### src/sv/tstd_pkg.sv
// ----------------------------------------------------------------------------
// tstd_pkg
// Shared constants for the task switch trace with distinct-task dump.
// ----------------------------------------------------------------------------
package tstd_pkg;

  localparam int TRACE_DEPTH_DEF = 16;
  localparam int ID_BITS_DEF     = 16;

  localparam logic OP_RECORD = 1'b0;
  localparam logic OP_DUMP   = 1'b1;

  localparam logic LK_SEQ    = 1'b0;
  localparam logic LK_DIST   = 1'b1;

endpackage

### src/sv/task_switch_trace_dedup_top.sv
// ----------------------------------------------------------------------------
// task_switch_trace_dedup_top
// Circular trace of task switches; dump emits newest-first list, then the
// distinct tasks in order of first appearance in that list.
// ----------------------------------------------------------------------------
//  channel  | handshake               | word
//  in       | start / busy            | in_operation, in_from_task, in_to_task
//  out      | out_strobe (no stall)   | out_list_kind, out_position,
//           |                         | out_task_id, out_last
//
//  The first record after reset makes two writes (from-task, then to-task)
//  through the single trace memory write port; later records write once.
//  A dump holds busy through the newest-first list, the distinct search and
//  the distinct list; the distinct search reads the scratch memory one entry
//  per cycle. Each memory read is registered, then the output word is
//  registered. Sync reset clears write pointer, full flag, distinct count
//  and state; memories are not cleared.
// ----------------------------------------------------------------------------
module task_switch_trace_dedup_top #(
  parameter int TRACE_DEPTH = tstd_pkg::TRACE_DEPTH_DEF,
  parameter int ID_BITS     = tstd_pkg::ID_BITS_DEF
) (
  input  logic        clk,
  input  logic        rst_n,
  input  logic        start,
  output logic        busy,
  input  logic        in_operation,
  input  logic [15:0] in_from_task,
  input  logic [15:0] in_to_task,
  output logic        out_strobe,
  output logic        out_list_kind,
  output logic [3:0]  out_position,
  output logic [15:0] out_task_id,
  output logic        out_last
);

  localparam int PW = $clog2(TRACE_DEPTH);
  localparam int CW = $clog2(TRACE_DEPTH + 1);

  typedef enum logic [2:0] {
    S_IDLE, S_REC2, S_SEQ, S_D_RD, S_D_CAND, S_D_CMP, S_DOUT
  } state_t;

  state_t              state_r, state_nxt;
  logic [PW-1:0]       wp_r, wp_nxt;
  logic                full_r, full_nxt;
  logic [ID_BITS-1:0]  hold_r, hold_nxt;
  logic [CW-1:0]       total_r, total_nxt;
  logic [PW-1:0]       rp_r, rp_nxt;
  logic [PW-1:0]       i_r, i_nxt;
  logic [PW-1:0]       j_r, j_nxt;
  logic [CW-1:0]       dcnt_r, dcnt_nxt;
  logic [ID_BITS-1:0]  cand_r, cand_nxt;
  logic                pend_vld_r, pend_vld_nxt;
  logic                pend_kind_r, pend_kind_nxt;
  logic [3:0]          pend_pos_r, pend_pos_nxt;
  logic                pend_last_r, pend_last_nxt;
  logic                out_strobe_r;
  logic                out_kind_r;
  logic [3:0]          out_pos_r;
  logic [15:0]         out_id_r;
  logic                out_last_r;

  logic [ID_BITS-1:0]  trace_mem [TRACE_DEPTH];
  logic [ID_BITS-1:0]  scr_mem [TRACE_DEPTH];
  logic [ID_BITS-1:0]  trace_q_r;
  logic [ID_BITS-1:0]  scr_q_r;

  logic                tw_en;
  logic [PW-1:0]       tw_addr;
  logic [ID_BITS-1:0]  tw_data;
  logic                sw_en;
  logic [PW-1:0]       sw_addr;
  logic [ID_BITS-1:0]  sw_data;
  logic [PW-1:0]       scr_ra;

  logic [PW-1:0]       rp_dec;
  logic [PW-1:0]       wp_inc;
  logic                wp_wrap;
  logic [CW-1:0]       total_now;
  logic                i_done;

  assign busy      = (state_r != S_IDLE);
  assign wp_wrap   = (wp_r == PW'(TRACE_DEPTH - 1));
  assign wp_inc    = wp_wrap ? '0 : wp_r + 1'b1;
  assign rp_dec    = (rp_r == '0) ? PW'(TRACE_DEPTH - 1) : rp_r - 1'b1;
  assign total_now = full_r ? CW'(TRACE_DEPTH) : CW'(wp_r);
  assign i_done    = ((CW'(i_r) + CW'(1)) == total_r);

  // trace memory: write port, read port at rp_dec
  always_ff @(posedge clk) begin
    if (tw_en) begin
      trace_mem[tw_addr] <= tw_data;
    end
    trace_q_r <= trace_mem[rp_dec];
  end

  // distinct scratch memory
  always_ff @(posedge clk) begin
    if (sw_en) begin
      scr_mem[sw_addr] <= sw_data;
    end
    scr_q_r <= scr_mem[scr_ra];
  end

  always_comb begin
    state_nxt     = state_r;
    wp_nxt        = wp_r;
    full_nxt      = full_r;
    hold_nxt      = hold_r;
    total_nxt     = total_r;
    rp_nxt        = rp_r;
    i_nxt         = i_r;
    j_nxt         = j_r;
    dcnt_nxt      = dcnt_r;
    cand_nxt      = cand_r;
    pend_vld_nxt  = 1'b0;
    pend_kind_nxt = pend_kind_r;
    pend_pos_nxt  = pend_pos_r;
    pend_last_nxt = 1'b0;
    tw_en         = 1'b0;
    tw_addr       = wp_r;
    tw_data       = ID_BITS'(in_to_task);
    sw_en         = 1'b0;
    sw_addr       = dcnt_r[PW-1:0];
    sw_data       = cand_r;
    scr_ra        = j_r;

    unique case (state_r)
      S_IDLE: begin
        if (start) begin
          if (in_operation == tstd_pkg::OP_RECORD) begin
            tw_en    = 1'b1;
            wp_nxt   = wp_inc;
            full_nxt = full_r | wp_wrap;
            if (wp_r == '0 && !full_r) begin
              tw_data   = ID_BITS'(in_from_task);
              hold_nxt  = ID_BITS'(in_to_task);
              state_nxt = S_REC2;
            end
          end else if (total_now != '0) begin
            total_nxt = total_now;
            rp_nxt    = wp_r;
            i_nxt     = '0;
            state_nxt = S_SEQ;
          end
        end
      end
      S_REC2: begin
        tw_en     = 1'b1;
        tw_data   = hold_r;
        wp_nxt    = wp_inc;
        full_nxt  = full_r | wp_wrap;
        state_nxt = S_IDLE;
      end
      S_SEQ: begin
        rp_nxt        = rp_dec;
        pend_vld_nxt  = 1'b1;
        pend_kind_nxt = tstd_pkg::LK_SEQ;
        pend_pos_nxt  = 4'(i_r);
        if (i_done) begin
          i_nxt     = '0;
          rp_nxt    = wp_r;
          dcnt_nxt  = '0;
          state_nxt = S_D_RD;
        end else begin
          i_nxt = i_r + 1'b1;
        end
      end
      S_D_RD: begin
        rp_nxt    = rp_dec;
        state_nxt = S_D_CAND;
      end
      S_D_CAND: begin
        cand_nxt = trace_q_r;
        if (dcnt_r == '0) begin
          sw_en    = 1'b1;
          sw_addr  = '0;
          sw_data  = trace_q_r;
          dcnt_nxt = CW'(1);
          if (i_done) begin
            j_nxt     = '0;
            state_nxt = S_DOUT;
          end else begin
            i_nxt     = i_r + 1'b1;
            state_nxt = S_D_RD;
          end
        end else begin
          j_nxt     = '0;
          scr_ra    = '0;
          state_nxt = S_D_CMP;
        end
      end
      S_D_CMP: begin
        if (scr_q_r == cand_r || (CW'(j_r) + CW'(1)) == dcnt_r) begin
          if (scr_q_r != cand_r) begin
            sw_en    = 1'b1;
            dcnt_nxt = dcnt_r + 1'b1;
          end
          if (i_done) begin
            j_nxt     = '0;
            state_nxt = S_DOUT;
          end else begin
            i_nxt     = i_r + 1'b1;
            state_nxt = S_D_RD;
          end
        end else begin
          j_nxt  = j_r + 1'b1;
          scr_ra = j_r + 1'b1;
        end
      end
      S_DOUT: begin
        scr_ra        = j_r;
        pend_vld_nxt  = 1'b1;
        pend_kind_nxt = tstd_pkg::LK_DIST;
        pend_pos_nxt  = 4'(j_r);
        if ((CW'(j_r) + CW'(1)) == dcnt_r) begin
          pend_last_nxt = 1'b1;
          j_nxt         = '0;
          state_nxt     = S_IDLE;
        end else begin
          j_nxt = j_r + 1'b1;
        end
      end
      default: state_nxt = S_IDLE;
    endcase
  end

  always_ff @(posedge clk) begin
    if (!rst_n) begin
      state_r      <= S_IDLE;
      wp_r         <= '0;
      full_r       <= 1'b0;
      dcnt_r       <= '0;
      pend_vld_r   <= 1'b0;
      pend_last_r  <= 1'b0;
      out_strobe_r <= 1'b0;
      out_last_r   <= 1'b0;
    end else begin
      state_r      <= state_nxt;
      wp_r         <= wp_nxt;
      full_r       <= full_nxt;
      dcnt_r       <= dcnt_nxt;
      pend_vld_r   <= pend_vld_nxt;
      pend_last_r  <= pend_last_nxt;
      out_strobe_r <= pend_vld_r;
      out_last_r   <= pend_vld_r & pend_last_r;
    end
    hold_r      <= hold_nxt;
    total_r     <= total_nxt;
    rp_r        <= rp_nxt;
    i_r         <= i_nxt;
    j_r         <= j_nxt;
    cand_r      <= cand_nxt;
    pend_kind_r <= pend_kind_nxt;
    pend_pos_r  <= pend_pos_nxt;
    out_kind_r  <= pend_kind_r;
    out_pos_r   <= pend_pos_r;
    out_id_r    <= (pend_kind_r == tstd_pkg::LK_DIST) ? 16'(scr_q_r) : 16'(trace_q_r);
  end

  assign out_strobe    = out_strobe_r;
  assign out_list_kind = out_kind_r;
  assign out_position  = out_pos_r;
  assign out_task_id   = out_id_r;
  assign out_last      = out_last_r;

endmodule

### config.mk
export PLATFORM = sky130hd
export DESIGN_NAME = task_switch_trace_dedup_top
export DESIGN_NICKNAME = d
export VERILOG_FILES = /design/src/sv/tstd_pkg.sv /design/src/sv/task_switch_trace_dedup_top.sv
export SDC_FILE = /design/constraint.sdc
export NUM_CORES = 1
export LEC_CHECK = 0
export BUFFER_PORTS_ARGS = -buffer_cell sky130_fd_sc_hd__buf_2
export CORE_MARGIN = 2
export CORE_UTILIZATION = 60
export DETAILED_ROUTE_END_ITERATION = 16
export GPL_TIMING_DRIVEN = 0
export PLACE_DENSITY = 0.76
export REMOVE_ABC_BUFFERS = 1
export SYNTH_ARGS = -nofsm -noshare
export SYNTH_HDL_FRONTEND = slang
export SYNTH_SLANG_ARGS = --single-unit
### constraint.sdc
create_clock -name clk -period 13.5 [get_ports clk]
set_clock_uncertainty 0.15 [all_clocks]
set_input_delay 1.35 -clock clk [delete_from_list [all_inputs] [get_ports clk]]
set_output_delay 1.35 -clock clk [all_outputs]
set_load 0.005 [all_outputs]
==> flow_metrics.env <==
export IMPL_status="finished clean"
export IMPL_num_fill_cells=2598
export IMPL_cts_made_buffers=60
export IMPL_hold_slack_ns=0.187
export IMPL_antenna_violating_nets_post_route=0
export IMPL_slew_viol_final=0
export IMPL_gr_total_overflow=0
export IMPL_antenna_found_initial=0
export IMPL_placementRows=75
export IMPL_timing_worst_setup_path_type="register to register"
export IMPL_via_count=13300
export IMPL_dominantRegCellSynth="sky130_fd_sc_hd__edfxtp_1"
export IMPL_placed_area_mm2=0.0273
export IMPL_worst_slew_margin_rel_pct=10.3
export IMPL_synthArstFlopShare_pct=0
export IMPL_worst_setup_path_end_kind="register"
export IMPL_finalWeightedCongestion=0.783
export IMPL_yosysUniqueCellTypes=62
export IMPL_postSynthRegisterBits=636
export IMPL_finalWorstSetupSlack_ns=8.64
export IMPL_clockRootBuffer="sky130_fd_sc_hd__clkbuf_16"
export IMPL_post_cts_hold_buffer_count=0
export IMPL_synth_edff_count=566
export IMPL_place_worst_setup_slack_ns=8.70
export IMPL_seq_power_share_pct=53.7
export IMPL_io_pins=60
export IMPL_p_switching_uw=917
export IMPL_post_layout_total_power_mw=4.20
export IMPL_post_layout_nonfiller_instances=2165
export IMPL_mostFrequentLayoutCells="sky130_fd_sc_hd__edfxtp_1, sky130_fd_sc_hd__mux2i_1, sky130_fd_sc_hd__nand2_1, sky130_fd_sc_hd__dfxtp_1, sky130_fd_sc_hd__mux4_2"
export IMPL_final_design_area_no_fill_mm2=0.0292
export IMPL_source_to_sink_clock_delay_at_the_later_pin_of_the_worst_skew_pair_ns=0.62
export IMPL_syn_cell_area_mm2=0.0255
export IMPL_totalWireLength_um=52800
export IMPL_antenna_cells_inserted=0
export IMPL_final_net_count=1628
export IMPL_timing_critical_path_fanout_max=48
export IMPL_syn_to_final_growth_pct=14.8
export IMPL_grt_pass1_vias=13900
export IMPL_maxCapViolations=0
export IMPL_clock_sinks=636
export IMPL_drive_above_1_share_pct=21.5
export IMPL_critical_path_arrival_ns=5.15
export IMPL_starting_utilization_of_the_core_area_pct=60.7
export IMPL_yosys_warnings=0
export IMPL_unrepaired_setup_endpoints_after_global_routing="false"
export IMPL_critical_path_startpoint_type="register"
export IMPL_period_minus_slack_ns=4.86
export IMPL_die_x_um=210
export IMPL_power_static_leakage_nw=10.5
export IMPL_most_common_cell_after_layout_fill_and_taps_aside="sky130_fd_sc_hd__edfxtp_1"
export IMPL_worst_r2r_setup_slack_ns=8.64
export IMPL_synth_sequential_area_ratio_pct=72.2
export IMPL_place_detailed_instances=2053
export IMPL_die_height_um=210
export IMPL_setup_total_negative_slack_ns=0
export IMPL_route_detailed_vias_per_inst=6.15
export IMPL_setup_violations=0
export IMPL_synthesis_area_per_instance_um2=17.3
export IMPL_wire_per_inst_um=24.4
export IMPL_hpwlAfterDp_um=33700
export IMPL_cts_setup_buffers=0
export IMPL_clock_power_share_pct=39.1
export IMPL_logic_pwr_share_pct=7.3
export IMPL_drtIter0Drc=1133
export IMPL_cellInternalPower_mw=3.28
export IMPL_hp_class="register to register"
export IMPL_grt_start_max_net_pins=49
export IMPL_tightest_slew_ns=1.34
export IMPL_cp_data_required_time_ns=13.79
export IMPL_grt_use_total_pct=24.6
export IMPL_max_clock_freq_ghz=0.206
export IMPL_global_route_wire_length_before_repair_um=81200
export IMPL_dieArea_mm2=0.0441
export IMPL_period_share_pct=36.0
export IMPL_cts_max_level=2
export IMPL_final_core_util_pct=69.7
export IMPL_switching_share_of_power_pct=21.8
export IMPL_hold_viol=0
export IMPL_cts_clk_slew_worst_paths_ns=0.07
export IMPL_max_clock_path_buffers=3
export IMPL_io_buffer_count=59
export IMPL_ctsResizeCount=0
export IMPL_core_region_area_mm2=0.0419
export IMPL_first_pass_iters=5
export IMPL_powerDensity_mw_per_mm2=144
export IMPL_tritoncts="built"
export IMPL_postSynthCellCount=1469
export IMPL_worst_ir_drop_vdd_uv=103
export IMPL_drc_errors=0
## sequential cells by signal (all words and copies together), names as in the netlist, 3 cells and up
signal        cells
trace_mem       256
tw_addr           4
scr_mem         256
out_task_id      16
state_r           3
dcnt_r            5
trace_q_r        16
j_r               4
total_r           5
cand_r           16
i_r               4
scr_q_r          16
out_position      4
hold_r           16
rp_r              4
pend_pos_r        4
## per-layer routing
layer | vias up | wire [µm] | global-route usage (%)
met5 | - | 0 | 0
met4 | 0 | 1380 | 7.63
met3 | 114 | 3350 | 3.96
met2 | 538 | 26900 | 42.9
met1 | 6720 | 21100 | 32.1
li1 | 5951 | - | -
## power by group through the flow
stage          combinational [mW]  sequential (mW)  clock, mW
2_1_floorplan               0.181             2.28          0
5_1_grt                     0.331             2.26       1.73
4_1_cts                     0.305             2.25       1.66
3_3_place_gp                0.274             2.30          0
6_report                    0.305             2.25       1.64
3_5_place_dp                0.302             2.29          0
## critical path: stages (launching register included)
cell and delay, ns:
sky130_fd_sc_hd__dfxtp_1 0.39, sky130_fd_sc_hd__inv_1 0.14, sky130_fd_sc_hd__ha_1 0.15, sky130_fd_sc_hd__nor4b_1 0.68, sky130_fd_sc_hd__nand2_1 0.87, sky130_fd_sc_hd__nand2_1 0.46
sky130_fd_sc_hd__a221o_4 0.78, sky130_fd_sc_hd__buf_16 0.35, sky130_fd_sc_hd__mux2i_1 0.24, sky130_fd_sc_hd__mux2i_1 0.09, sky130_fd_sc_hd__mux2i_1 0.18, sky130_fd_sc_hd__mux2i_1 0.14
## final cells by class
cell class	instances	area (µm²)	area share, %
repair buffers	116	1320	4.51
inverters	17	63.8	0.218
multi-input cells	745	6860	23.5
clock buffers	73	1610	5.52
flip-flops and latches	636	18400	62.9
well taps	539	674	2.31
clock inverters	39	317	1.08
## Yosys cell counts (8+ instances only)
| master | number | share of area (%) |
|---|---|---|
| sky130_fd_sc_hd__a21oi_1 | 11 | 0.22 |
| sky130_fd_sc_hd__a22o_1 | 33 | 1.1 |
| sky130_fd_sc_hd__a31oi_1 | 17 | 0.42 |
| sky130_fd_sc_hd__and2_1 | 8 | 0.20 |
| sky130_fd_sc_hd__and3_1 | 22 | 0.54 |
| sky130_fd_sc_hd__buf_2 | 13 | 0.26 |
| sky130_fd_sc_hd__buf_4 | 13 | 0.38 |
| sky130_fd_sc_hd__clkbuf_1 | 39 | 0.57 |
| sky130_fd_sc_hd__dfxtp_1 | 70 | 5.5 |
| sky130_fd_sc_hd__edfxtp_1 | 566 | 67 |
| sky130_fd_sc_hd__ha_1 | 16 | 0.79 |
| sky130_fd_sc_hd__inv_1 | 16 | 0.24 |
| sky130_fd_sc_hd__mux2_2 | 34 | 1.5 |
| sky130_fd_sc_hd__mux2i_1 | 241 | 9.5 |
| sky130_fd_sc_hd__mux4_2 | 64 | 5.7 |
| sky130_fd_sc_hd__nand2_1 | 116 | 1.7 |
| sky130_fd_sc_hd__nand3_1 | 9 | 0.18 |
| sky130_fd_sc_hd__nor2_1 | 47 | 0.69 |
| sky130_fd_sc_hd__nor2b_1 | 8 | 0.20 |
| sky130_fd_sc_hd__nor3_1 | 14 | 0.28 |
| sky130_fd_sc_hd__o21ai_0 | 22 | 0.43 |
| sky130_fd_sc_hd__xnor2_1 | 9 | 0.31 |
| sky130_fd_sc_hd__xor2_1 | 19 | 0.65 |
## path summary, 6_finish.rpt
check,start,endpoint,cells after the start
max reg2reg,dcnt_r[0],scr_q_r[2],11
min,pend_pos_r[0],out_position[0],0
min reg2reg,pend_pos_r[0],out_position[0],0
max,dcnt_r[0],scr_q_r[2],11
## kinds of logic after synthesis
logic type / after synthesis / share of synthesized area (%)
flip-flops: 636 / 72.2
buffers and inverters: 88 / 1.56
XOR/XNOR: 29 / 1.05
AO/OA/AOI/OAI: 113 / 3.26
multiplexers: 339 / 16.6
AND/OR/NAND/NOR: 248 / 4.47
adder cells (fa/ha/maj): 16 / 0.786
Power figures use the tool's default switching activity.
